**config.mk**
```make
export PLATFORM = sky130hd
export DESIGN_NAME = lamp_command_override_arbiter
export DESIGN_NICKNAME = d
export VERILOG_FILES = /design/src/lcoa_pkg.sv /design/src/lcoa_in_stage.sv /design/src/lcoa_core.sv /design/src/lcoa_out_stage.sv /design/src/lamp_command_override_arbiter.sv
export SDC_FILE = /design/constraint.sdc
export NUM_CORES = 1
export LEC_CHECK = 0
export BUFFER_PORTS_ARGS = -buffer_cell sky130_fd_sc_hd__buf_4
export CORE_ASPECT_RATIO = 0.6
export CORE_MARGIN = 5
export CORE_UTILIZATION = 30
export CTS_CLUSTER_DIAMETER = 150
export DETAILED_ROUTE_END_ITERATION = 8
export SETUP_SLACK_MARGIN = 0.3
export SLEW_MARGIN = 20
export SYNTH_ARGS = -nofsm -noshare
export SYNTH_HDL_FRONTEND = slang
export SYNTH_SLANG_ARGS = --single-unit
export TNS_END_PERCENT = 5
```
**constraint.sdc**
```tcl
create_clock -name clock -period 7.73 [get_ports clock]
set_input_delay 1.546 -clock clock [delete_from_list [all_inputs] [get_ports clock]]
set_output_delay 1.546 -clock clock [all_outputs]
set_load 0.01 [all_outputs]
```
**src/lcoa_pkg.sv**
```systemverilog
// ----------------------------------------------------------------------------
// lcoa_pkg
// Shared types and codes for the lamp command override arbiter.
// ----------------------------------------------------------------------------
package lcoa_pkg;

   // event kinds
   localparam logic [1:0] MODE_TICK   = 2'd0;
   localparam logic [1:0] MODE_FULL   = 2'd1;
   localparam logic [1:0] MODE_LEGACY = 2'd2;
   localparam logic [1:0] MODE_PEER   = 2'd3;

   // result codes
   localparam logic [2:0] RES_TICK     = 3'd0;
   localparam logic [2:0] RES_CMD_OK   = 3'd1;
   localparam logic [2:0] RES_CMD_REJ  = 3'd2;
   localparam logic [2:0] RES_PEER_OK  = 3'd3;
   localparam logic [2:0] RES_PEER_REJ = 3'd4;

   // register indexes
   localparam logic [1:0] CSR_HOST_TIMEOUT  = 2'd0;
   localparam logic [1:0] CSR_PEER_TIMEOUT  = 2'd1;
   localparam logic [1:0] CSR_STATUS_PERIOD = 2'd2;

   localparam logic [15:0] HOST_TIMEOUT_RESET  = 16'd500;
   localparam logic [15:0] PEER_TIMEOUT_RESET  = 16'd500;
   localparam logic [15:0] STATUS_PERIOD_RESET = 16'd100;

   // override flag bits
   localparam int OVR_TURN_BIT   = 0;
   localparam int OVR_BRAKE_BIT  = 1;
   localparam int OVR_WINDOW_BIT = 2;

   localparam logic [1:0] TURN_OFF   = 2'd0;
   localparam logic [1:0] TURN_LEFT  = 2'd1;
   localparam logic [1:0] TURN_RIGHT = 2'd2;

   typedef struct packed {
      logic [1:0]  mode;
      logic [31:0] now_ms;
      logic        packet_ok;
      logic [7:0]  override_byte;
      logic [7:0]  turn_or_left_byte;
      logic [7:0]  right_byte;
      logic [7:0]  brake_byte;
      logic [7:0]  window_byte;
      logic [15:0] sequence_number;
      logic        bus_off;
   } req_type;

   typedef struct packed {
      logic [2:0]  event_result;
      logic        led_left;
      logic        led_right;
      logic        led_brake;
      logic        window_drive;
      logic        status_valid;
      logic [15:0] status_sequence;
      logic [1:0]  status_turn;
      logic        status_brake;
      logic [3:0]  status_sources;
      logic        status_bus_off;
      logic        status_window;
   } rsp_type;

endpackage

```
**src/lcoa_in_stage.sv**
```systemverilog
// ----------------------------------------------------------------------------
// lcoa_in_stage
// Input register: holds one request until the arbiter core takes it.
// ----------------------------------------------------------------------------
module lcoa_in_stage (
   input  logic             clock,
   input  logic             reset,
   input  logic             req_valid,
   output logic             req_stall,
   input  lcoa_pkg::req_type req_data,
   input  logic             advance,
   output logic             held_valid,
   output lcoa_pkg::req_type held_data
);

   logic             valid_ff;
   logic             valid_in;
   lcoa_pkg::req_type data_ff;
   logic             load;

   assign req_stall = valid_ff & ~advance;
   assign load      = req_valid & ~req_stall;
   assign valid_in  = load | (valid_ff & ~advance);

   always_ff @(posedge clock) begin
      if (reset) begin
         valid_ff <= 1'b0;
      end else begin
         valid_ff <= valid_in;
      end
   end

   always_ff @(posedge clock) begin
      if (load) begin
         data_ff <= req_data;
      end
   end

   assign held_valid = valid_ff;
   assign held_data  = data_ff;

endmodule

```
**src/lcoa_core.sv**
```systemverilog
// ----------------------------------------------------------------------------
// lcoa_core
// Link state, watchdogs and source selection; one request per advance.
// ----------------------------------------------------------------------------
module lcoa_core (
   input  logic             clock,
   input  logic             reset,
   input  logic             csr_we,
   input  logic [1:0]       csr_index,
   input  logic [15:0]      csr_wdata,
   input  logic             advance,
   input  lcoa_pkg::req_type req,
   output lcoa_pkg::rsp_type rsp
);

   logic [15:0] host_timeout_ff, peer_timeout_ff, status_period_ff;

   logic [1:0]  peer_turn_ff, peer_turn_in;
   logic        peer_brake_ff, peer_brake_in;
   logic [15:0] peer_sequence_ff, peer_sequence_in;
   logic [31:0] peer_last_rx_ff, peer_last_rx_in;
   logic        peer_alive_ff, peer_alive_in;
   logic [2:0]  host_flags_ff, host_flags_in;
   logic [1:0]  host_turn_ff, host_turn_in;
   logic        host_brake_ff, host_brake_in;
   logic        host_window_ff, host_window_in;
   logic [31:0] host_last_rx_ff, host_last_rx_in;
   logic        host_alive_ff, host_alive_in;
   logic [1:0]  applied_turn_ff, applied_turn_in;
   logic        applied_brake_ff, applied_brake_in;
   logic        turn_from_host_ff, turn_from_host_in;
   logic        brake_from_host_ff, brake_from_host_in;
   logic        applied_window_ff, applied_window_in;
   logic        reply_known_ff, reply_known_in;
   logic        status_pending_ff, status_pending_in;
   logic [31:0] last_status_time_ff, last_status_time_in;

   logic [31:0] host_elapsed, peer_elapsed, status_elapsed;
   logic        hv, pv, trigger, svalid;
   logic        tl_le2, br_le1, wi_le1, tl_le1, rt_le1;
   logic        host_ok, peer_ok;
   logic [2:0]  result;

   assign host_elapsed   = req.now_ms - host_last_rx_ff;
   assign peer_elapsed   = req.now_ms - peer_last_rx_ff;
   assign status_elapsed = req.now_ms - last_status_time_ff;

   assign hv = host_alive_ff && (host_elapsed <= {16'd0, host_timeout_ff});
   assign pv = peer_alive_ff && (peer_elapsed <= {16'd0, peer_timeout_ff});
   assign trigger = status_pending_ff ||
                    (reply_known_ff && (status_elapsed >= {16'd0, status_period_ff}));

   assign tl_le2 = (req.turn_or_left_byte <= 8'd2);
   assign tl_le1 = (req.turn_or_left_byte[7:1] == 7'd0);
   assign rt_le1 = (req.right_byte[7:1] == 7'd0);
   assign br_le1 = (req.brake_byte[7:1] == 7'd0);
   assign wi_le1 = (req.window_byte[7:1] == 7'd0);

   assign host_ok = req.packet_ok &&
                    ((req.mode == lcoa_pkg::MODE_LEGACY) ? (tl_le1 && rt_le1 && br_le1 && wi_le1)
                                                         : (tl_le2 && br_le1 && wi_le1));
   assign peer_ok = req.packet_ok && tl_le2 && br_le1;

   always_comb begin
      peer_turn_in        = peer_turn_ff;
      peer_brake_in       = peer_brake_ff;
      peer_sequence_in    = peer_sequence_ff;
      peer_last_rx_in     = peer_last_rx_ff;
      peer_alive_in       = peer_alive_ff;
      host_flags_in       = host_flags_ff;
      host_turn_in        = host_turn_ff;
      host_brake_in       = host_brake_ff;
      host_window_in      = host_window_ff;
      host_last_rx_in     = host_last_rx_ff;
      host_alive_in       = host_alive_ff;
      applied_turn_in     = applied_turn_ff;
      applied_brake_in    = applied_brake_ff;
      turn_from_host_in   = turn_from_host_ff;
      brake_from_host_in  = brake_from_host_ff;
      applied_window_in   = applied_window_ff;
      reply_known_in      = reply_known_ff;
      status_pending_in   = status_pending_ff;
      last_status_time_in = last_status_time_ff;
      svalid              = 1'b0;
      result              = lcoa_pkg::RES_TICK;

      case (req.mode)
         lcoa_pkg::MODE_FULL, lcoa_pkg::MODE_LEGACY: begin
            result = host_ok ? lcoa_pkg::RES_CMD_OK : lcoa_pkg::RES_CMD_REJ;
            if (host_ok) begin
               if (req.mode == lcoa_pkg::MODE_LEGACY) begin
                  host_flags_in = 3'b111;
                  if (req.turn_or_left_byte[0]) begin
                     host_turn_in = lcoa_pkg::TURN_LEFT;
                  end else if (req.right_byte[0]) begin
                     host_turn_in = lcoa_pkg::TURN_RIGHT;
                  end else begin
                     host_turn_in = lcoa_pkg::TURN_OFF;
                  end
               end else begin
                  host_flags_in = req.override_byte[2:0];
                  host_turn_in  = req.turn_or_left_byte[1:0];
               end
               host_brake_in   = req.brake_byte[0];
               host_window_in  = req.window_byte[0];
               host_last_rx_in = req.now_ms;
               host_alive_in   = 1'b1;
            end
         end
         lcoa_pkg::MODE_PEER: begin
            result = peer_ok ? lcoa_pkg::RES_PEER_OK : lcoa_pkg::RES_PEER_REJ;
            if (peer_ok) begin
               peer_sequence_in  = req.sequence_number;
               peer_turn_in      = req.turn_or_left_byte[1:0];
               peer_brake_in     = req.brake_byte[0];
               peer_last_rx_in   = req.now_ms;
               peer_alive_in     = 1'b1;
               reply_known_in    = 1'b1;
               status_pending_in = 1'b1;
            end
         end
         default: begin
            // tick: watchdogs, then source selection and the status record
            if (!hv) begin
               host_alive_in = 1'b0;
               host_flags_in = 3'b000;
            end
            if (!pv) begin
               peer_alive_in = 1'b0;
            end
            if (hv && host_flags_ff[lcoa_pkg::OVR_TURN_BIT]) begin
               applied_turn_in   = host_turn_ff;
               turn_from_host_in = 1'b1;
            end else begin
               applied_turn_in   = pv ? peer_turn_ff : lcoa_pkg::TURN_OFF;
               turn_from_host_in = 1'b0;
            end
            if (hv && host_flags_ff[lcoa_pkg::OVR_BRAKE_BIT]) begin
               applied_brake_in   = host_brake_ff;
               brake_from_host_in = 1'b1;
            end else begin
               applied_brake_in   = pv & peer_brake_ff;
               brake_from_host_in = 1'b0;
            end
            applied_window_in = hv & host_flags_ff[lcoa_pkg::OVR_WINDOW_BIT] & host_window_ff;
            if (trigger) begin
               status_pending_in   = 1'b0;
               last_status_time_in = req.now_ms;
               svalid              = reply_known_ff;
            end
         end
      endcase
   end

   always_comb begin
      rsp                 = '0;
      rsp.event_result    = result;
      rsp.led_left        = (applied_turn_in == lcoa_pkg::TURN_LEFT);
      rsp.led_right       = (applied_turn_in == lcoa_pkg::TURN_RIGHT);
      rsp.led_brake       = applied_brake_in;
      rsp.window_drive    = applied_window_in;
      rsp.status_valid    = svalid;
      if (svalid) begin
         rsp.status_sequence = peer_sequence_in;
         rsp.status_turn     = applied_turn_in;
         rsp.status_brake    = applied_brake_in;
         rsp.status_sources  = {host_alive_in, brake_from_host_in, turn_from_host_in,
                                peer_alive_in};
         rsp.status_bus_off  = req.bus_off;
         rsp.status_window   = applied_window_in;
      end
   end

   always_ff @(posedge clock) begin
      if (reset) begin
         host_timeout_ff  <= lcoa_pkg::HOST_TIMEOUT_RESET;
         peer_timeout_ff  <= lcoa_pkg::PEER_TIMEOUT_RESET;
         status_period_ff <= lcoa_pkg::STATUS_PERIOD_RESET;
      end else if (csr_we) begin
         case (csr_index)
            lcoa_pkg::CSR_HOST_TIMEOUT:  host_timeout_ff  <= csr_wdata;
            lcoa_pkg::CSR_PEER_TIMEOUT:  peer_timeout_ff  <= csr_wdata;
            lcoa_pkg::CSR_STATUS_PERIOD: status_period_ff <= csr_wdata;
            default: ;
         endcase
      end
   end

   always_ff @(posedge clock) begin
      if (reset) begin
         peer_turn_ff        <= '0;
         peer_brake_ff       <= 1'b0;
         peer_sequence_ff    <= '0;
         peer_last_rx_ff     <= '0;
         peer_alive_ff       <= 1'b0;
         host_flags_ff       <= '0;
         host_turn_ff        <= '0;
         host_brake_ff       <= 1'b0;
         host_window_ff      <= 1'b0;
         host_last_rx_ff     <= '0;
         host_alive_ff       <= 1'b0;
         applied_turn_ff     <= '0;
         applied_brake_ff    <= 1'b0;
         turn_from_host_ff   <= 1'b0;
         brake_from_host_ff  <= 1'b0;
         applied_window_ff   <= 1'b0;
         reply_known_ff      <= 1'b0;
         status_pending_ff   <= 1'b0;
         last_status_time_ff <= '0;
      end else if (advance) begin
         peer_turn_ff        <= peer_turn_in;
         peer_brake_ff       <= peer_brake_in;
         peer_sequence_ff    <= peer_sequence_in;
         peer_last_rx_ff     <= peer_last_rx_in;
         peer_alive_ff       <= peer_alive_in;
         host_flags_ff       <= host_flags_in;
         host_turn_ff        <= host_turn_in;
         host_brake_ff       <= host_brake_in;
         host_window_ff      <= host_window_in;
         host_last_rx_ff     <= host_last_rx_in;
         host_alive_ff       <= host_alive_in;
         applied_turn_ff     <= applied_turn_in;
         applied_brake_ff    <= applied_brake_in;
         turn_from_host_ff   <= turn_from_host_in;
         brake_from_host_ff  <= brake_from_host_in;
         applied_window_ff   <= applied_window_in;
         reply_known_ff      <= reply_known_in;
         status_pending_ff   <= status_pending_in;
         last_status_time_ff <= last_status_time_in;
      end
   end

   // override flags only live while the host link is alive
   assert property (@(posedge clock) disable iff (reset)
      (host_flags_ff != 3'b000) |-> host_alive_ff)
      else $error("host override flags set with host link dead");

   assert property (@(posedge clock) disable iff (reset)
      (advance && rsp.event_result == lcoa_pkg::RES_PEER_OK) |=>
      (reply_known_ff && status_pending_ff))
      else $error("accepted peer request did not arm status");

   assert property (@(posedge clock) disable iff (reset)
      rsp.status_valid |-> (req.mode == lcoa_pkg::MODE_TICK && reply_known_ff))
      else $error("status record outside a tick or without reply path");

   assert property (@(posedge clock) disable iff (reset)
      (!reset && !advance) |=> ($stable(applied_turn_ff) && $stable(host_alive_ff) &&
                                $stable(peer_alive_ff)))
      else $error("arbiter state changed without a request");

   assert property (@(posedge clock) disable iff (reset)
      applied_turn_ff != 2'd3)
      else $error("applied turn out of range");

endmodule

```
**src/lcoa_out_stage.sv**
```systemverilog
// ----------------------------------------------------------------------------
// lcoa_out_stage
// Result register: holds one result until the consumer takes it.
// ----------------------------------------------------------------------------
module lcoa_out_stage (
   input  logic             clock,
   input  logic             reset,
   input  logic             load,
   input  lcoa_pkg::rsp_type rsp_in,
   input  logic             rsp_stall,
   output logic             rsp_valid,
   output lcoa_pkg::rsp_type rsp_data
);

   logic             valid_ff;
   logic             valid_in;
   lcoa_pkg::rsp_type data_ff;

   assign valid_in = load | (valid_ff & rsp_stall);

   always_ff @(posedge clock) begin
      if (reset) begin
         valid_ff <= 1'b0;
      end else begin
         valid_ff <= valid_in;
      end
   end

   always_ff @(posedge clock) begin
      if (load) begin
         data_ff <= rsp_in;
      end
   end

   assign rsp_valid = valid_ff;
   assign rsp_data  = data_ff;

endmodule

```
**src/lamp_command_override_arbiter.sv**
```systemverilog
// One request per clock cycle while rsp_stall is low. Each request is registered, passes
// one pass of compare-and-select logic that also updates the link state, and lands in a
// result register, where its result is presented, so a new request is taken while the
// previous result waits. Throughput is limited only by the result side: while rsp_stall
// holds, at most one further request is buffered.
// Register writes take effect at once and are meant for idle periods.
// ----------------------------------------------------------------------------
// lamp_command_override_arbiter
// Host/peer lamp command arbitration with link watchdogs and status records.
// ----------------------------------------------------------------------------
module lamp_command_override_arbiter (
   input  logic        clock,
   input  logic        reset,
   input  logic        csr_we,
   input  logic [1:0]  csr_index,
   input  logic [15:0] csr_wdata,
   input  logic        req_valid,
   output logic        req_stall,
   input  logic [1:0]  req_mode,
   input  logic [31:0] req_now_ms,
   input  logic        req_packet_ok,
   input  logic [7:0]  req_override_byte,
   input  logic [7:0]  req_turn_or_left_byte,
   input  logic [7:0]  req_right_byte,
   input  logic [7:0]  req_brake_byte,
   input  logic [7:0]  req_window_byte,
   input  logic [15:0] req_sequence_number,
   input  logic        req_bus_off,
   output logic        rsp_valid,
   input  logic        rsp_stall,
   output logic [2:0]  rsp_event_result,
   output logic        rsp_led_left,
   output logic        rsp_led_right,
   output logic        rsp_led_brake,
   output logic        rsp_window_drive,
   output logic        rsp_status_valid,
   output logic [15:0] rsp_status_sequence,
   output logic [1:0]  rsp_status_turn,
   output logic        rsp_status_brake,
   output logic [3:0]  rsp_status_sources,
   output logic        rsp_status_bus_off,
   output logic        rsp_status_window
);

   lcoa_pkg::req_type req_data, held_data;
   lcoa_pkg::rsp_type core_rsp, out_data;
   logic              held_valid;
   logic              advance;

   assign req_data.mode              = req_mode;
   assign req_data.now_ms            = req_now_ms;
   assign req_data.packet_ok         = req_packet_ok;
   assign req_data.override_byte     = req_override_byte;
   assign req_data.turn_or_left_byte = req_turn_or_left_byte;
   assign req_data.right_byte        = req_right_byte;
   assign req_data.brake_byte        = req_brake_byte;
   assign req_data.window_byte       = req_window_byte;
   assign req_data.sequence_number   = req_sequence_number;
   assign req_data.bus_off           = req_bus_off;

   // move the held request into the result register when that slot frees up
   assign advance = held_valid & (~rsp_valid | ~rsp_stall);

   lcoa_in_stage u_in_stage (
      .clock      (clock),
      .reset      (reset),
      .req_valid  (req_valid),
      .req_stall  (req_stall),
      .req_data   (req_data),
      .advance    (advance),
      .held_valid (held_valid),
      .held_data  (held_data)
   );

   lcoa_core u_core (
      .clock     (clock),
      .reset     (reset),
      .csr_we    (csr_we),
      .csr_index (csr_index),
      .csr_wdata (csr_wdata),
      .advance   (advance),
      .req       (held_data),
      .rsp       (core_rsp)
   );

   lcoa_out_stage u_out_stage (
      .clock     (clock),
      .reset     (reset),
      .load      (advance),
      .rsp_in    (core_rsp),
      .rsp_stall (rsp_stall),
      .rsp_valid (rsp_valid),
      .rsp_data  (out_data)
   );

   assign rsp_event_result    = out_data.event_result;
   assign rsp_led_left        = out_data.led_left;
   assign rsp_led_right       = out_data.led_right;
   assign rsp_led_brake       = out_data.led_brake;
   assign rsp_window_drive    = out_data.window_drive;
   assign rsp_status_valid    = out_data.status_valid;
   assign rsp_status_sequence = out_data.status_sequence;
   assign rsp_status_turn     = out_data.status_turn;
   assign rsp_status_brake    = out_data.status_brake;
   assign rsp_status_sources  = out_data.status_sources;
   assign rsp_status_bus_off  = out_data.status_bus_off;
   assign rsp_status_window   = out_data.status_window;

endmodule

```
==> impl_metrics.py <==
metrics = {
    "die": {
        "core_area_um2": 61000,
        "dieArea_um2": 67000,
        "die_x_um": 331,
        "die_h_um": 203,
        "start_util_pct": 30.4,
        "row_count": 70,
        "ios": 150,
    },
    "worst_hold_path": {
        "hp-class": "reg2reg",
    },
    "timing": {
        "finalSetupViolCount": 0,
        "finalHoldViolCount": 0,
        "fin_tns_setup_ps": 0,
        "timing.fmax_mhz": 162,
        "tightest_slew_ps": 1130,
        "rsz0062_at_grt": "false",
        "drv_slew": 0,
        "finalCriticalPeriod_ps": 6190,
        "clock_skew_ps": 17.8,
        "slew_headroom_pct": 23.6,
        "timing.final.crit_share_pct": 80.0,
        "whs_ps": 453,
    },
    "setup_path": {
        "end_kind": "flop",
        "startpoint_type": "flop",
        "critPathMaxFanout": 8,
        "required_ps": 8240,
        "critical_path_class": "reg2reg",
        "crit_arrival_ps": 6700,
    },
    "global_routing": {
        "grt-busiest-layer": "met1",
        "grt_usage_pct": 17.1,
        "grt_first_pass_wirelength_mm": 91.1,
        "grt_use_met2_pct": 22.9,
        "grt_pass1_vias": 15400,
        "grt_start_max_net_pins": 110,
        "met3_usage_pct": 4.32,
        "met1_usage_pct": 27.8,
        "grt-ovfl-total": 0,
        "antenna_found_initial": 0,
    },
    "route": {
        "vias": 16400,
        "drtIter0Drc": 1518,
        "routed_wl_mm": 59.1,
        "drtAntennaViolNets": 0,
        "drc": 0,
        "via_per_inst": 5.19,
        "drtPass1Iterations": 5,
        "wire_per_inst_um": 18.7,
    },
    "clock_network": {
        "postCtsSetupBuffers": 0,
        "clockRootBuffer": "clkbuf_16",
        "post_cts_resized": 0,
        "clock_latency_ps": 620,
        "htree_num_levels": 1,
        "tritoncts": "done",
        "cts.sinks": 300,
        "clockBufferDepth": 3,
        "cts.reportedPaths.clkPinSlew_ps": 60,
        "cts_made_buffers": 31,
        "hold_buffers": 0,
    },
    "cells_and_area": {
        "fill_cells": 6336,
        "layout.cells.non_filler": 3163,
        "nNetsFinal": 2570,
        "syn2layout_area_growth_pct": 15.9,
        "register_area_um2": 7210,
        "multi_input_area_um2": 10300,
        "drive_gt1_share_pct": 10.7,
    },
    "logic_synthesis": {
        "synthTopCellsByArea": "dfxtp_1 19%, edfxtp_1 19%, ha_1 9.7%, nand2_1 8.0%, a21oi_1 7.3%",
        "seq_area_frac_synth_pct": 38.9,
        "syn_area_per_cell_um2": 8.36,
        "synth_edf_count": 120,
        "syn_nets": 2480,
        "syn_inst": 2218,
        "yosysTopAreaCellShare_pct": 19.4,
        "ys_seq_elements": 300,
        "synth_top_area_cell": "dfxtp_1",
        "yosys_most_used_dff": "dfxtp_1",
        "synth_area_um2": 18500,
        "yosys_warnings": 0,
        "async_reset_ff_share_pct": 0,
        "ys_types": 90,
    },
    "run": {
        "cap_violations": 0,
    },
    "place": {
        "hpwl_mm": 45.2,
        "dp_cells": 3103,
        "gp_congestion": 0.894,
        "numPortBuffers": 144,
    },
    "power": {
        "p_per_area_nw_per_um2": 185,
        "leakage_nw": 7.58,
        "max-vdd-ir-drop_mv": 0.182,
    },
    "status": {
        "status": "complete, no violations",
    },
}
[power breakdown]
group / total (mW) / switching (mW) / internal [mW]
combinational: 0.609 / 0.374 / 0.234
clock: 1.64 / 0.696 / 0.940
sequential: 1.73 / 0.0379 / 1.69
total: 3.98 / 1.11 / 2.87
[worst paths after layout]
kind / startpoint / end / slack (ps) / cells past startpoint
max: u_in_stage.held_data[59] / u_core.applied_turn_ff[1] / 1540 / 20
min: u_core.host_last_rx_ff[25] / u_core.host_last_rx_ff[25] / 450 / 2
max reg2reg: u_in_stage.held_data[59] / u_core.applied_turn_ff[1] / 1540 / 20
min reg2reg: u_core.host_last_rx_ff[25] / u_core.host_last_rx_ff[25] / 450 / 2
[cell usage after synthesis, drive strengths merged, types with 6 or more instances]
| library cell | instances |
|---|---|
| a211o | 20 |
| a211oi | 26 |
| a21o | 39 |
| a21oi | 277 |
| a31oi | 12 |
| and3 | 13 |
| buf | 22 |
| clkbuf | 79 |
| dfxtp | 180 |
| edfxtp | 120 |
| ha | 144 |
| inv | 166 |
| mux2i | 38 |
| nand2 | 397 |
| nand2b | 81 |
| nand3 | 24 |
| nand3b | 11 |
| nand4 | 43 |
| nor2 | 128 |
| nor2b | 15 |
| nor3 | 38 |
| nor4 | 18 |
| nor4b | 6 |
| o211ai | 18 |
| o21a | 17 |
| o21ai | 85 |
| o21bai | 9 |
| or2 | 7 |
| or3 | 17 |
| or4 | 11 |
| xnor2 | 41 |
| xor2 | 21 |
[state kept, by name, summed over array words and instances (netlist names), 3 cells and up]
name                        flops
u_core.peer_timeout_ff         16
u_core.peer_sequence_ff        16
u_core.host_last_rx_ff         32
u_in_stage.held_data           87
u_core.peer_last_rx_ff         32
u_core.host_timeout_ff         16
u_core.status_period_ff        16
u_core.last_status_time_ff     32
u_out_stage.rsp_data           33
u_core.host_flags_ff            3
[per-stage QoR]
stage	instance area [um2]	utilization [%]	power, mW	worst slack, ps
3_3_place_gp	20400	33.4	2.35	1490
4_1_cts	21500	35.2	4.02	1700
3_5_place_dp	20400	33.4	2.36	1740
5_1_grt	21500	35.2	4.16	1350
2_1_floorplan	18500	-	2.14	1560
6_report	21500	35.2	3.98	1540
[layout make-up]
cell class | instances | share of cell area [%]
well taps | 828 | 4.82
repair buffers | 158 | 5.54
diodes | 2 | 0.0233
clock inverters | 25 | 1.42
clock buffers | 33 | 3.65
multi-input cells | 1651 | 48.1
flip-flops and latches | 300 | 33.6
inverters | 166 | 2.90
[cell usage in the layout (no fill, tap or decap), types with 18 or more instances in the layout]
cell type / n
o211ai_1: 18
nand4_1: 43
clkbuf_16: 31
inv_1: 165
a211oi_1: 25
nor2_1: 126
nand3_1: 23
a211o_1: 20
edfxtp_1: 120
buf_4: 157
nor4_1: 18
xor2_1: 21
nand2_1: 396
xnor2_1: 41
mux2i_1: 38
nor3_1: 38
dfxtp_1: 180
ha_1: 144
a21o_1: 38
a21oi_1: 270
nand2b_1: 81
o21ai_0: 76
[critical path: stages, from the launching register on]
cell	delay, ps
edfxtp_1	560
ha_1	350
nor2b_1	150
o2111a_1	280
o21ai_0	890
nand2b_1	110
a21oi_1	260
o21bai_1	90
a21oi_1	180
xnor2_1	130
ha_1	340
nand2_1	70
or2_2	310
a21oi_1	150
o21ai_0	90
a21oi_1	630
a2111oi_0	180
nand4_1	320
nor3_1	180
or4_1	530
a311oi_1	280
[cells by family after synthesis]
kind of cell | Yosys count | share of synthesized area (%)
xor+xnor | 62 | 2.93
fa+ha+maj | 147 | 10.0
buf+inv | 267 | 5.62
mux | 41 | 2.23
simple gates | 833 | 21.1
compound gates | 568 | 19.1
flops | 300 | 38.9
[metal layers]
layer,up-vias,part of all wire (%)
met4,0,1.1
met5,-,0
met1,7848,53
met2,504,38
li1,8019,-
met3,48,8.2
No activity file was read; power rests on OpenSTA's default activity.
